$ cat config.mk
export PLATFORM = sky130hd
export DESIGN_NAME = genotyping_error_likelihood_core
export DESIGN_NICKNAME = d
export VERILOG_FILES = /design/src/hdl/gel_pkg.sv /design/src/hdl/gel_param.sv /design/src/hdl/gel_front.sv /design/src/hdl/gel_queue.sv /design/src/hdl/gel_back.sv /design/src/hdl/genotyping_error_likelihood_core.sv
export SDC_FILE = /design/constraint.sdc
export NUM_CORES = 2
export LEC_CHECK = 0
export BUFFER_PORTS_ARGS = -buffer_cell sky130_fd_sc_hd__buf_2
export CAP_MARGIN = 20
export CELL_PAD_IN_SITES_DETAIL_PLACEMENT = 0
export CELL_PAD_IN_SITES_GLOBAL_PLACEMENT = 1
export CORE_ASPECT_RATIO = 1.25
export CORE_UTILIZATION = 40
export DETAILED_ROUTE_END_ITERATION = 6
export PLACE_DENSITY = 0.68
export SYNTH_ARGS = -nofsm -noshare
export SYNTH_HDL_FRONTEND = slang
export SYNTH_SLANG_ARGS = --single-unit
$ cat constraint.sdc
create_clock -name clk -period 10.5 [get_ports clk]
set_clock_uncertainty 0.1 [all_clocks]
set_input_delay 0.525 -clock clk [delete_from_list [all_inputs] [get_ports clk]]
set_output_delay 0.525 -clock clk [all_outputs]
set_load 0.02 [all_outputs]
$ cat src/hdl/gel_pkg.sv
package gel_pkg;

  localparam int ALLELE_BITS = 8;
  localparam int FRAC_BITS   = 16;
  localparam int PROB_W      = FRAC_BITS + 1;
  localparam int CASE_W      = 3;
  localparam int COUNT_W     = 9;
  localparam int DROP_W      = FRAC_BITS - 1;
  localparam int MIS_W       = FRAC_BITS;
  localparam int CFG_IDX_W   = 2;
  localparam int CFG_DATA_W  = 16;
  localparam int IN_DATA_W   = 4 * ALLELE_BITS;
  localparam int OUT_DATA_W  = ((PROB_W + CASE_W + 7) / 8) * 8;
  localparam int OUT_PAD_W   = OUT_DATA_W - PROB_W - CASE_W;
  localparam int SQ_W        = 2 * PROB_W;
  localparam int PROD_W      = SQ_W + PROB_W;
  localparam int WIDE_W      = PROD_W + 1;

  localparam logic [CFG_IDX_W-1:0] REG_ALLELE  = 2'd0;
  localparam logic [CFG_IDX_W-1:0] REG_DROPOUT = 2'd1;
  localparam logic [CFG_IDX_W-1:0] REG_MISTYPE = 2'd2;

  localparam logic [COUNT_W-1:0] RST_ALLELE  = 9'd2;
  localparam logic [DROP_W-1:0]  RST_DROPOUT = 15'd3277;
  localparam logic [MIS_W-1:0]   RST_MISTYPE = 16'd3277;

  localparam logic [PROB_W-1:0] PROB_ONE = {1'b1, {FRAC_BITS{1'b0}}};

  // Match cases.
  localparam logic [CASE_W-1:0] MC_HOM_MATCH = 3'd0;
  localparam logic [CASE_W-1:0] MC_HOM_ONE   = 3'd1;
  localparam logic [CASE_W-1:0] MC_HOM_NONE  = 3'd2;
  localparam logic [CASE_W-1:0] MC_HET_MATCH = 3'd3;
  localparam logic [CASE_W-1:0] MC_HET_DROP  = 3'd4;
  localparam logic [CASE_W-1:0] MC_HET_NONE  = 3'd5;
  localparam logic [CASE_W-1:0] MC_HET_ONE   = 3'd6;
  localparam logic [CASE_W-1:0] MC_SINGLE    = 3'd7;

  typedef struct packed {
    logic [CASE_W-1:0] mcase;
    logic              ohom;
  } item_t;

  typedef struct packed {
    logic ready;
    logic single;
  } cfg_stat_t;

  typedef struct packed {
    logic [PROB_W-1:0] p_hom_match;
    logic [PROB_W-1:0] p_hom_one;
    logic [PROB_W-1:0] p_none_hom;
    logic [PROB_W-1:0] p_none_het;
    logic [PROB_W-1:0] p_het_match;
    logic [PROB_W-1:0] p_het_drop;
    logic [PROB_W-1:0] p_het_one;
  } prob_table_t;

  function automatic logic [PROB_W-1:0] sat_prob(input logic [WIDE_W-1:0] v);
    logic [PROB_W-1:0] r;
    if (v > WIDE_W'(PROB_ONE)) r = PROB_ONE;
    else r = v[PROB_W-1:0];
    return r;
  endfunction

endpackage

$ cat src/hdl/gel_param.sv
module gel_param import gel_pkg::*; (
  input  logic                  clk,
  input  logic                  rst_n,
  input  logic                  cfg_we,
  input  logic [CFG_IDX_W-1:0]  cfg_index,
  input  logic [CFG_DATA_W-1:0] cfg_data,
  output cfg_stat_t             stat,
  output prob_table_t           prob_tab
);

  typedef enum logic [5:0] {
    S_LOAD   = 6'b000001,
    S_DIV    = 6'b000010,
    S_DERIVE = 6'b000100,
    S_MUL    = 6'b001000,
    S_TABLE  = 6'b010000,
    S_READY  = 6'b100000
  } state_t;

  localparam logic [3:0] STEP_SQ_OM   = 4'd0;
  localparam logic [3:0] STEP_SQ_E2   = 4'd1;
  localparam logic [3:0] STEP_SQ_OMM  = 4'd2;
  localparam logic [3:0] STEP_E1_OMM  = 4'd3;
  localparam logic [3:0] STEP_E2_OM   = 4'd4;
  localparam logic [3:0] STEP_E2_OMP  = 4'd5;
  localparam logic [3:0] DIV_LAST     = 4'(MIS_W - 1);

  state_t state_r, state_nxt;
  logic [3:0]         cnt_r, cnt_nxt;
  logic [COUNT_W-1:0] allele_r;
  logic [DROP_W-1:0]  drop_r;
  logic [MIS_W-1:0]   mis_r;
  logic               restart;

  // Divider: quotient shifts in while the dividend shifts out.
  logic [MIS_W-1:0]   quo_r;
  logic [COUNT_W-1:0] rem_r;
  logic [COUNT_W-1:0] div_r;
  logic [COUNT_W:0]   rem_sh;
  logic [COUNT_W:0]   rem_sub;
  logic               fits;

  logic [MIS_W-1:0]  e2_r;
  logic [PROB_W-1:0] om_r, omm_r, omp_r;
  logic [PROB_W-1:0] sum_e, om_c, omm_c, omp_c;

  logic [SQ_W-1:0]   mul_a;
  logic [PROB_W-1:0] mul_b;
  logic [PROD_W-1:0] prod;
  logic [SQ_W-1:0]   sq_om_r, sq_omm_r;
  logic [2*MIS_W-1:0] sq_e2_r;
  logic [PROD_W-1:0] e1_sq_omm_r;
  logic [SQ_W-1:0]   e2_om_r, e2_omp_r;

  logic [WIDE_W-1:0] pos3, neg3, sum4;
  prob_table_t       tab_c, tab_r;

  always_comb begin
    restart = cfg_we && (cfg_index inside {REG_ALLELE, REG_DROPOUT, REG_MISTYPE});
  end

  always_ff @(posedge clk) begin
    if (!rst_n) begin
      allele_r <= RST_ALLELE;
      drop_r   <= RST_DROPOUT;
      mis_r    <= RST_MISTYPE;
    end else if (cfg_we) begin
      case (cfg_index)
        REG_ALLELE:  allele_r <= cfg_data[COUNT_W-1:0];
        REG_DROPOUT: drop_r   <= cfg_data[DROP_W-1:0];
        REG_MISTYPE: mis_r    <= cfg_data[MIS_W-1:0];
        default: ;
      endcase
    end
  end

  always_comb begin
    state_nxt = state_r;
    cnt_nxt   = cnt_r;
    case (state_r)
      S_LOAD: begin
        state_nxt = S_DIV;
        cnt_nxt   = DIV_LAST;
      end
      S_DIV: begin
        cnt_nxt = cnt_r - 4'd1;
        if (cnt_r == 4'd0) state_nxt = S_DERIVE;
      end
      S_DERIVE: begin
        state_nxt = S_MUL;
        cnt_nxt   = STEP_SQ_OM;
      end
      S_MUL: begin
        cnt_nxt = cnt_r + 4'd1;
        if (cnt_r == STEP_E2_OMP) state_nxt = S_TABLE;
      end
      S_TABLE: state_nxt = S_READY;
      S_READY: ;
      default: state_nxt = S_LOAD;
    endcase
    if (restart) state_nxt = S_LOAD;
  end

  always_ff @(posedge clk) begin
    if (!rst_n) begin
      state_r <= S_LOAD;
      cnt_r   <= '0;
    end else begin
      state_r <= state_nxt;
      cnt_r   <= cnt_nxt;
    end
  end

  always_comb begin
    rem_sh  = {rem_r, quo_r[MIS_W-1]};
    fits    = rem_sh >= {1'b0, div_r};
    rem_sub = rem_sh - {1'b0, div_r};
  end

  always_ff @(posedge clk) begin
    case (state_r)
      S_LOAD: begin
        quo_r <= mis_r;
        rem_r <= '0;
        div_r <= allele_r - COUNT_W'(1);
      end
      S_DIV: begin
        quo_r <= {quo_r[MIS_W-2:0], fits};
        rem_r <= fits ? rem_sub[COUNT_W-1:0] : rem_sh[COUNT_W-1:0];
      end
      default: ;
    endcase
  end

  // The total mistyping rate is below one, so 1-E2 and 1-E2+e2 never go negative.
  always_comb begin
    sum_e = {1'b0, mis_r} + {1'b0, quo_r};
    om_c  = PROB_ONE - {1'b0, mis_r};
    omm_c = (sum_e >= PROB_ONE) ? (sum_e - PROB_ONE) : (PROB_ONE - sum_e);
    omp_c = PROB_ONE + {1'b0, quo_r} - {1'b0, mis_r};
  end

  always_ff @(posedge clk) begin
    if (state_r == S_DERIVE) begin
      e2_r  <= quo_r;
      om_r  <= om_c;
      omm_r <= omm_c;
      omp_r <= omp_c;
    end
  end

  always_comb begin
    mul_a = '0;
    mul_b = '0;
    case (cnt_r)
      STEP_SQ_OM: begin
        mul_a = SQ_W'(om_r);
        mul_b = om_r;
      end
      STEP_SQ_E2: begin
        mul_a = SQ_W'(e2_r);
        mul_b = PROB_W'(e2_r);
      end
      STEP_SQ_OMM: begin
        mul_a = SQ_W'(omm_r);
        mul_b = omm_r;
      end
      STEP_E1_OMM: begin
        mul_a = sq_omm_r;
        mul_b = PROB_W'(drop_r);
      end
      STEP_E2_OM: begin
        mul_a = SQ_W'(e2_r);
        mul_b = om_r;
      end
      STEP_E2_OMP: begin
        mul_a = SQ_W'(e2_r);
        mul_b = omp_r;
      end
      default: ;
    endcase
    prod = PROD_W'(mul_a) * PROD_W'(mul_b);
  end

  always_ff @(posedge clk) begin
    if (state_r == S_MUL) begin
      case (cnt_r)
        STEP_SQ_OM:  sq_om_r     <= prod[SQ_W-1:0];
        STEP_SQ_E2:  sq_e2_r     <= prod[2*MIS_W-1:0];
        STEP_SQ_OMM: sq_omm_r    <= prod[SQ_W-1:0];
        STEP_E1_OMM: e1_sq_omm_r <= prod;
        STEP_E2_OM:  e2_om_r     <= prod[SQ_W-1:0];
        STEP_E2_OMP: e2_omp_r    <= prod[SQ_W-1:0];
        default: ;
      endcase
    end
  end

  always_comb begin
    pos3 = (WIDE_W'(sq_om_r) + WIDE_W'(sq_e2_r)) << FRAC_BITS;
    neg3 = WIDE_W'(e1_sq_omm_r) << 1;
    sum4 = WIDE_W'(e1_sq_omm_r) + (WIDE_W'(e2_om_r) << FRAC_BITS);
    tab_c.p_hom_match = sat_prob(WIDE_W'(sq_om_r) >> FRAC_BITS);
    tab_c.p_hom_one   = sat_prob(WIDE_W'(e2_om_r) >> (FRAC_BITS - 1));
    tab_c.p_none_hom  = sat_prob(WIDE_W'(sq_e2_r) >> FRAC_BITS);
    tab_c.p_none_het  = sat_prob(WIDE_W'(sq_e2_r) >> (FRAC_BITS - 1));
    tab_c.p_het_match = (pos3 > neg3) ? sat_prob((pos3 - neg3) >> (2 * FRAC_BITS)) : '0;
    tab_c.p_het_drop  = sat_prob(sum4 >> (2 * FRAC_BITS));
    tab_c.p_het_one   = sat_prob(WIDE_W'(e2_omp_r) >> FRAC_BITS);
  end

  always_ff @(posedge clk) begin
    if (state_r == S_TABLE) tab_r <= tab_c;
  end

  assign prob_tab     = tab_r;
  assign stat.ready   = (state_r == S_READY);
  assign stat.single  = (allele_r <= COUNT_W'(1));

endmodule

$ cat src/hdl/gel_front.sv
module gel_front import gel_pkg::*; (
  input  logic                 in_tvalid,
  output logic                 in_tready,
  input  logic [IN_DATA_W-1:0] in_tdata,
  input  cfg_stat_t            stat,
  input  logic                 q_full,
  output logic                 push,
  output item_t                push_item
);

  logic [ALLELE_BITS-1:0] o0, o1, t0, t1;
  logic ohom, m00, m01, m10, m11;
  logic [CASE_W-1:0] mc;

  always_comb begin
    o0  = in_tdata[ALLELE_BITS-1:0];
    o1  = in_tdata[2*ALLELE_BITS-1:ALLELE_BITS];
    t0  = in_tdata[3*ALLELE_BITS-1:2*ALLELE_BITS];
    t1  = in_tdata[4*ALLELE_BITS-1:3*ALLELE_BITS];
    ohom = (o0 == o1);
    m00 = (o0 == t0);
    m01 = (o0 == t1);
    m10 = (o1 == t0);
    m11 = (o1 == t1);
    if (stat.single) begin
      mc = MC_SINGLE;
    end else if (t0 == t1) begin
      if (ohom && m00) mc = MC_HOM_MATCH;
      else if (m00 != m10) mc = MC_HOM_ONE;
      else mc = MC_HOM_NONE;
    end else if ((m00 && m11) || (m10 && m01)) begin
      mc = MC_HET_MATCH;
    end else if (ohom && (m00 || m01)) begin
      mc = MC_HET_DROP;
    end else if (!m00 && !m01 && !m10 && !m11) begin
      mc = MC_HET_NONE;
    end else begin
      mc = MC_HET_ONE;
    end
  end

  assign in_tready       = stat.ready && !q_full;
  assign push            = in_tvalid && in_tready;
  assign push_item.mcase = mc;
  assign push_item.ohom  = ohom;

endmodule

$ cat src/hdl/gel_queue.sv
module gel_queue import gel_pkg::*; (
  input  logic  clk,
  input  logic  rst_n,
  input  logic  push,
  input  item_t push_item,
  input  logic  pop,
  output logic  full,
  output logic  head_valid,
  output item_t head
);

  item_t ent_r [2];
  logic       wr_ptr_r, rd_ptr_r;
  logic [1:0] cnt_r;

  always_ff @(posedge clk) begin
    if (!rst_n) begin
      wr_ptr_r <= 1'b0;
      rd_ptr_r <= 1'b0;
      cnt_r    <= 2'd0;
    end else begin
      if (push) wr_ptr_r <= ~wr_ptr_r;
      if (pop) rd_ptr_r <= ~rd_ptr_r;
      case ({push, pop})
        2'b10:   cnt_r <= cnt_r + 2'd1;
        2'b01:   cnt_r <= cnt_r - 2'd1;
        default: ;
      endcase
    end
  end

  always_ff @(posedge clk) begin
    if (push) ent_r[wr_ptr_r] <= push_item;
  end

  assign full       = (cnt_r == 2'd2);
  assign head_valid = (cnt_r != 2'd0);
  assign head       = ent_r[rd_ptr_r];

endmodule

$ cat src/hdl/gel_back.sv
module gel_back import gel_pkg::*; (
  input  logic                  clk,
  input  logic                  rst_n,
  input  logic                  head_valid,
  input  item_t                 head,
  input  prob_table_t           prob_tab,
  output logic                  pop,
  output logic                  out_tvalid,
  input  logic                  out_tready,
  output logic [OUT_DATA_W-1:0] out_tdata
);

  logic              out_valid_r;
  logic [PROB_W-1:0] prob_r, prob_c;
  logic [CASE_W-1:0] case_r;

  always_comb begin
    case (head.mcase)
      MC_HOM_MATCH: prob_c = prob_tab.p_hom_match;
      MC_HOM_ONE:   prob_c = prob_tab.p_hom_one;
      MC_HOM_NONE,
      MC_HET_NONE:  prob_c = head.ohom ? prob_tab.p_none_hom : prob_tab.p_none_het;
      MC_HET_MATCH: prob_c = prob_tab.p_het_match;
      MC_HET_DROP:  prob_c = prob_tab.p_het_drop;
      MC_HET_ONE:   prob_c = prob_tab.p_het_one;
      default:      prob_c = PROB_ONE;
    endcase
  end

  assign pop = head_valid && (!out_valid_r || out_tready);

  always_ff @(posedge clk) begin
    if (!rst_n) begin
      out_valid_r <= 1'b0;
    end else if (pop) begin
      out_valid_r <= 1'b1;
    end else if (out_tready) begin
      out_valid_r <= 1'b0;
    end
  end

  always_ff @(posedge clk) begin
    if (pop) begin
      prob_r <= prob_c;
      case_r <= head.mcase;
    end
  end

  assign out_tvalid = out_valid_r;
  assign out_tdata  = {{OUT_PAD_W{1'b0}}, case_r, prob_r};

endmodule

$ cat src/hdl/genotyping_error_likelihood_core.sv
// Requests pass a two-entry queue and a registered output, one per cycle unless the
// output stalls; the back end reads a per-locus probability table. After reset and
// after every locus register write the input stalls while one 16-step divider and a
// shared 34x17 multiplier (six products) rebuild that table.
// Reset is synchronous and active low; it restores the default locus registers.
module genotyping_error_likelihood_core import gel_pkg::*; (
  input  logic                  clk,
  input  logic                  rst_n,
  input  logic                  cfg_we,
  input  logic [CFG_IDX_W-1:0]  cfg_index,
  input  logic [CFG_DATA_W-1:0] cfg_data,
  input  logic                  in_tvalid,
  output logic                  in_tready,
  // observed_first, observed_second, true_first, true_second
  input  logic [IN_DATA_W-1:0]  in_tdata,
  output logic                  out_tvalid,
  input  logic                  out_tready,
  // probability, match_case, zero fill
  output logic [OUT_DATA_W-1:0] out_tdata
);

  cfg_stat_t   stat;
  prob_table_t prob_tab;
  logic        q_full, push, pop, head_valid;
  item_t       push_item, head;

  gel_param u_param (
    .clk       (clk),
    .rst_n     (rst_n),
    .cfg_we    (cfg_we),
    .cfg_index (cfg_index),
    .cfg_data  (cfg_data),
    .stat      (stat),
    .prob_tab  (prob_tab)
  );

  gel_front u_front (
    .in_tvalid (in_tvalid),
    .in_tready (in_tready),
    .in_tdata  (in_tdata),
    .stat      (stat),
    .q_full    (q_full),
    .push      (push),
    .push_item (push_item)
  );

  gel_queue u_queue (
    .clk        (clk),
    .rst_n      (rst_n),
    .push       (push),
    .push_item  (push_item),
    .pop        (pop),
    .full       (q_full),
    .head_valid (head_valid),
    .head       (head)
  );

  gel_back u_back (
    .clk        (clk),
    .rst_n      (rst_n),
    .head_valid (head_valid),
    .head       (head),
    .prob_tab   (prob_tab),
    .pop        (pop),
    .out_tvalid (out_tvalid),
    .out_tready (out_tready),
    .out_tdata  (out_tdata)
  );

endmodule

Yosys cells after proc, flatten, opt, wreduce, memory -nomap -nowiden
Memories as Yosys holds them, arrays and structs flattened. A register that Yosys moved wholly into a read port is not among the register bits.
Cells that the tools add are included.
{"block": "op_classes", "addsub": 15, "multipliers": 1, "magnitude_cmp": 11, "eq_ne": 31, "n_mux": 28, "bitwise_logic": 5, "reduce_logical": 44}
{"cell": "one-hot mux 34 bit (4 select lines)", "n": 1}
{"cell": "one-hot mux 17 bit (6 select lines)", "n": 1}
{"cell": "one-hot mux 17 bit (5 select lines)", "n": 1}
{"cell": "two-way mux 17 bit", "n": 4}
{"cell": "adder 51 x 50 -> 52 bit", "n": 1}
{"cell": "greater-than comparator 52 bit", "n": 1}
{"cell": "subtractor 52 bit", "n": 1}
{"cell": "multiplier 34 x 17 -> 51 bit", "n": 1}
{"cell": "equality test 8 bit", "n": 6}
{"cell": "greater-than comparator 20 x 17 -> 1 bit (second input constant)", "n": 2}
{"cell": "greater-than comparator 18 x 17 -> 1 bit (second input constant)", "n": 2}
{"cell": "one-hot mux 6 bit (6 select lines)", "n": 1}
{"cell": "adder 34 x 32 -> 35 bit", "n": 1}
{"cell": "one-hot mux 16 bit (2 select lines)", "n": 1}
{"cell": "greater-than comparator 19 x 17 -> 1 bit (second input constant)", "n": 1}
{"cell": "one-hot mux 9 bit (2 select lines)", "n": 1}
{"cell": "AND reduction 2 bit", "n": 9}
{"cell": "adder 16 x 16 -> 17 bit", "n": 1}
{"cell": "adder 17 x 16 -> 17 bit (first input constant)", "n": 1}
{"cell": ">= comparator 17 bit (second input constant)", "n": 1}
{"cell": "greater-than comparator 16 x 17 -> 1 bit (second input constant)", "n": 1}
{"cell": "greater-than comparator 17 bit (second input constant)", "n": 1}
{"cell": "subtractor 17 x 16 -> 17 bit", "n": 1}
{"cell": "subtractor 17 x 16 -> 17 bit (first input constant)", "n": 1}
{"cell": "46 further kinds", "n": 93}
{"block": "totals", "regBits": 514, "ramBits": 8, "word_cells": 169, "memories": 1}
{"name": "u_queue.ent_r", "depth": 2, "width": 4, "read_ports": 1, "rd_clocked_by_memory_dff": 1, "wr": 1, "line_no": "gel_queue.sv:12", "text": "item_t ent_r [2];"}

Logic depth before layout (Yosys ltp)
{"block": "logic_depth", "word_depth": 10, "depth_mapped": 33, "mapped_depth_nobuf": 32}

Modules after synthesis
Synthesis repeated with hierarchy kept, for this count alone.
{"block": "unflattened", "hier_cells": 4474, "area_unflattened_um2": 45060.7}
{"module": "gel_param", "n_inst": 1, "cells_each": 4202, "area_per_inst_um2": 42125.4, "seq_area_each_um2": 13643.1}
{"module": "gel_back", "n_inst": 1, "cells_each": 150, "area_per_inst_um2": 1756.7, "seq_area_each_um2": 620.6}
{"module": "gel_front", "n_inst": 1, "cells_each": 88, "area_per_inst_um2": 674.4, "seq_area_each_um2": 0.0}
{"module": "gel_queue", "n_inst": 1, "cells_each": 34, "area_per_inst_um2": 504.2, "seq_area_each_um2": 340.3}

Worst setup path before layout
Ideal clock, no wire load.
{"block": "synth_path", "path_kind": "register to register", "from": "reg u_param.cnt_r[3]", "to": "reg u_param.e1_sq_omm_r[49], data pin", "arrival_time_ps": 8000, "path_slack_ps": 2137, "stages_incl_launch_ff": 32, "path_buffers": 3, "cell_sequence": "dfxtp_1 clkbuf_1 nor2_1 and2_1 clkbuf_1 a22oi_1 nand2_1 a221oi_1 clkbuf_1 nor2_1 fa_1 inv_1 fa_1 fa_1 fa_1 inv_1 fa_1 inv_1 fa_1 inv_1 ha_1 and3_1 and4_1 o211ai_1 a31oi_1 a31oi_1 o211a_1 o31ai_1 a21boi_0 o21ai_0 a311oi_1 xnor2_1"}
{"block": "synth_via", "elab_chain_cells": 4}
{"item": "start, declared", "line_no": "gel_param.sv:29", "text": "logic [3:0] cnt_r, cnt_nxt;"}
{"item": "start signal, assigned", "line_no": "gel_param.sv:110", "text": "cnt_r <= cnt_nxt;"}
{"item": "equality test 4 x 1 -> 1 bit, or another cell as far along", "line_no": "gel_param.sv:155", "text": "case (cnt_r)"}
{"item": "OR reduction 3 bit (no source line) or OR reduction 2 bit (tied branches)"}
{"item": "one-hot mux 34 bit (4 select lines) or one-hot mux 17 bit (5 select lines) (tied branches)", "line_no": "gel_param.sv:155"}
{"item": "multiplier 34 x 17 -> 51 bit *", "line_no": "gel_param.sv:182", "text": "prod = PROD_W'(mul_a) * PROD_W'(mul_b);"}
{"item": "net u_param.prod[49]", "line_no": "gel_param.sv:49", "text": "logic [PROD_W-1:0] prod;"}
{"item": "end signal, assigned", "line_no": "gel_param.sv:191", "text": "STEP_E1_OMM: e1_sq_omm_r <= prod;"}
{"item": "end, declared", "line_no": "gel_param.sv:52", "text": "logic [PROD_W-1:0] e1_sq_omm_r;"}
The timed path passes the listed nets; every way through them passes the cells marked *.
A chain may end at the register's enable or synchronous reset.

Worst setup path in the final report
Ends and elaborated chain as after synthesis.

==> reports/qor.yml <==
clkSinkCount: 505
fp.dieW_um: 299
cp-end-kind: "flip-flop"
synth.avg_cell_area_um2: 9.95
cts_tree: "done"
outcome: "completed"
initial_utilization_pct: 40.5
slowest_delay_ns: 0.56
post_cts_buffers: 0
fin_crit_ns: 9.50
synth_warnings: 0
drc: 0
cts_buffer_depth: 3
first_pass_iters: 6
setup_violations: 0
htreeDepth: 2
drtIter0Drc: 1927
holdBufCountCts: 0
port_buffers: 76
area_growth_pct: 10.0
grt.met1_usage_pct: 29.7
crit_path_start_kind: "flip-flop"
power_density_nw_per_um2: 163
num_vias: 31700
final_nets: 5315
rsz0062_at_grt: "no"
synth_edf_count: 449
grt_max_degree: 77
place_ws_ns: 1.11
crit_required_ns: 10.77
async_flop_share_pct: 0
worst_slack_ns: 0.998
hp-class: "in -> reg"
cp_data_arrival_time_ns: 9.77
drive_gt1_share_pct: 7.12
finalCritPeriodShare_pct: 90.5
die_h_um: 373
path_max_fanout: 20
grt_pass1_vias: 33300
cpMostUsedCell: "fa_1"
clk_latency_ns: 0.64
clock.fmax_ghz: 0.105
fin_area_um2: 48500
numCtsBuffers: 59
crit_type: "reg -> reg"
synthFlopType: "edfxtp_1"
fin_tns_setup_ns: 0
cp_slowest_cell: "dfxtp_1"
cap_violations: 0
cts_resized: 0
clockRootBuffer: "clkbuf_16"
relSlewSlack_pct: 25.9
antenna_cells: 0
slew_violations: 0
leakagePower_nw: 21.0
postRouteWirelength_um: 133000
routedWlPerCell_um: 22.2
synthDistinctLibCells: 87
hpwlAfterDp_um: 107000
synthCells: 4428
seq_area_frac_synth_pct: 33.1
ant_nets: 0
gp_congestion: 0.918
grtUsageMet2_pct: 42.5
via_per_inst: 5.30
grt_first_pass_wirelength_um: 203000
grt_busiest_layer: "met2"
tightest_slew_ns: 1.11
grtUsageTotal_pct: 24.0
core-area_um2: 109000
die_area_um2: 112000
placed_area_um2: 46500
path_clk_slew_ns: 0.06
ioPinCount: 81
rows: 135
hold_violations: 0
grt-ovfl-total: 0
vdd_drop_max_mv: 0.147
grt_use_met3_pct: 2.60
yosys_register_bits: 505
grt_antenna_before_repair: 1
synth_area_um2: 44100
## per-layer routing
layer,up-vias,part of all wire (%),wire length [um]
met2,746,50,66600
met3,194,4.3,5760
met1,15900,41,54500
li1,14900,-,-
met4,0,4.5,5910
met5,-,0,0
## area by class of cell
type                       instances  area, um^2
sequential                       505       14600
inverter                         673        2530
clock inverter                    39         415
clock buffer                      72        1580
timing repair buffer             167        1060
tap                             1438        1800
multi-input combinational       3096       26500
fill                           10500       60300
## registers in the layout, indices dropped and copies added (netlist names), 2 cells and up, named ones only
register and flops:
u_queue.cnt_r 2, u_param.e2_r 16, u_param.rem_r 9, u_param.sq_e2_r 32
u_back.case_r 3, u_param.drop_r 15, u_param.div_r 9, u_param.e2_om_r 34
u_param.state_r 6, u_param.om_r 17, u_back.prob_r 17, u_param.e2_omp_r 18
u_param.prob_tab 118, u_param.omm_r 16, u_param.e1_sq_omm_r 51, u_param.mis_r 16
u_param.sq_omm_r 34, u_param.omp_r 17, u_queue.ent_r 8, u_param.sq_om_r 34
u_param.cnt_r 4, u_param.allele_r 9, u_param.quo_r 16
## synthesized netlist by cell type, drive strengths merged, types with 12 or more instances
| master | n | area [um^2] |
|---|---|---|
| buf | 15 | 78.8 |
| o211ai | 23 | 173 |
| a221o | 29 | 290 |
| ha | 275 | 3440 |
| edfxtp | 449 | 13500 |
| nor2b | 41 | 257 |
| mux2i | 40 | 400 |
| nand2b | 24 | 150 |
| nand4 | 33 | 213 |
| and3 | 38 | 239 |
| a21o | 73 | 548 |
| a22oi | 26 | 195 |
| xor2 | 93 | 815 |
| inv | 671 | 2520 |
| nor2 | 356 | 1340 |
| a21oi | 198 | 991 |
| nand2 | 628 | 2360 |
| o21a | 22 | 165 |
| and2 | 90 | 564 |
| dfxtp | 56 | 1120 |
| nor3 | 40 | 200 |
| nor4 | 46 | 309 |
| fa | 483 | 9670 |
| o21bai | 22 | 165 |
| a221oi | 31 | 272 |
| clkbuf | 142 | 533 |
| nand3 | 45 | 230 |
| a31oi | 12 | 75.1 |
| o21ai | 100 | 500 |
| a211oi | 26 | 200 |
| xnor2 | 114 | 998 |
| mux2 | 13 | 146 |
## cell usage in the layout (no fill, tap or decap), types with 38 or more instances in the layout
| cell type | synthesis | routed |
|---|---|---|
| a21o_1 | 73 | 73 |
| a21oi_1 | 198 | 198 |
| and2_1 | 89 | 88 |
| buf_2 | 0 | 77 |
| buf_4 | 4 | 90 |
| clkbuf_16 | 0 | 60 |
| dfxtp_1 | 56 | 56 |
| edfxtp_1 | 449 | 449 |
| fa_1 | 483 | 483 |
| ha_1 | 275 | 275 |
| inv_1 | 671 | 669 |
| mux2i_1 | 40 | 38 |
| nand2_1 | 628 | 628 |
| nand3_1 | 44 | 44 |
| nor2_1 | 356 | 352 |
| nor2b_1 | 41 | 41 |
| nor4_1 | 44 | 44 |
| o21ai_0 | 99 | 99 |
| xnor2_1 | 114 | 109 |
| xor2_1 | 93 | 92 |
## path summary, 6_finish.rpt
path / from / to / slack [ns] / cells after the start
worst max-delay path: u_param.cnt_r[3] / u_param.e1_sq_omm_r[49] / 1.0 / 30
worst min-delay path: cfg_data[15] / u_param.mis_r[15] / 0.04 / 3
worst max register to register: u_param.cnt_r[3] / u_param.e1_sq_omm_r[49] / 1.0 / 30
worst min register to register: u_param.drop_r[10] / u_param.drop_r[10] / 0.37 / 2
## cells by family (layout without fill, tap and decap cells)
| kind of cell | Yosys count | after routing | share of synthesized area, % |
|---|---|---|---|
| xor gates and xnor gates | 207 | 207 | 4.11 |
| and+or+nand+nor | 1405 | 1405 | 14.4 |
| adders and majority gates | 758 | 758 | 29.7 |
| muxes | 53 | 53 | 1.24 |
| buffers and inverters | 830 | 951 | 7.12 |
| other | 1 | 4 | 0.00851 |
| DFF | 505 | 505 | 33.1 |
| AOI/OAI and AO/OA | 669 | 669 | 10.2 |
## metrics by stage
| stage | hold slack (ns) | cells | total power [mW] | utilization [%] |
|---|---|---|---|---|
| floorplan | 0.337 | 4431 | 4.48 | - |
| global placement | 0.360 | 5877 | 5.81 | 42.7 |
| detailed placement | 0.363 | 5878 | 5.83 | 42.8 |
| CTS | 0.00234 | 5989 | 7.97 | 44.6 |
| global route | 0.0177 | 5990 | 8.33 | 44.6 |
| finish | 0.0384 | 5990 | 7.91 | 44.6 |
## worst max-delay path: cells and delay by family (launching register included)
kind / cells / cell delay, ns
xor gates and xnor gates: 1 / 0.15
AOI/OAI and AO/OA: 11 / 3.37
and+or+nand+nor: 5 / 0.90
buffers and inverters: 6 / 0.80
DFF: 1 / 0.56
adders and majority gates: 7 / 3.33
## power by group
| part | total [mW] | internal (mW) | switching, mW |
|---|---|---|---|
| combinational | 3.19 | 1.01 | 2.19 |
| sequential | 2.60 | 2.56 | 0.0385 |
| clock | 2.11 | 1.23 | 0.887 |
No activity file was read; power rests on OpenSTA's default activity.
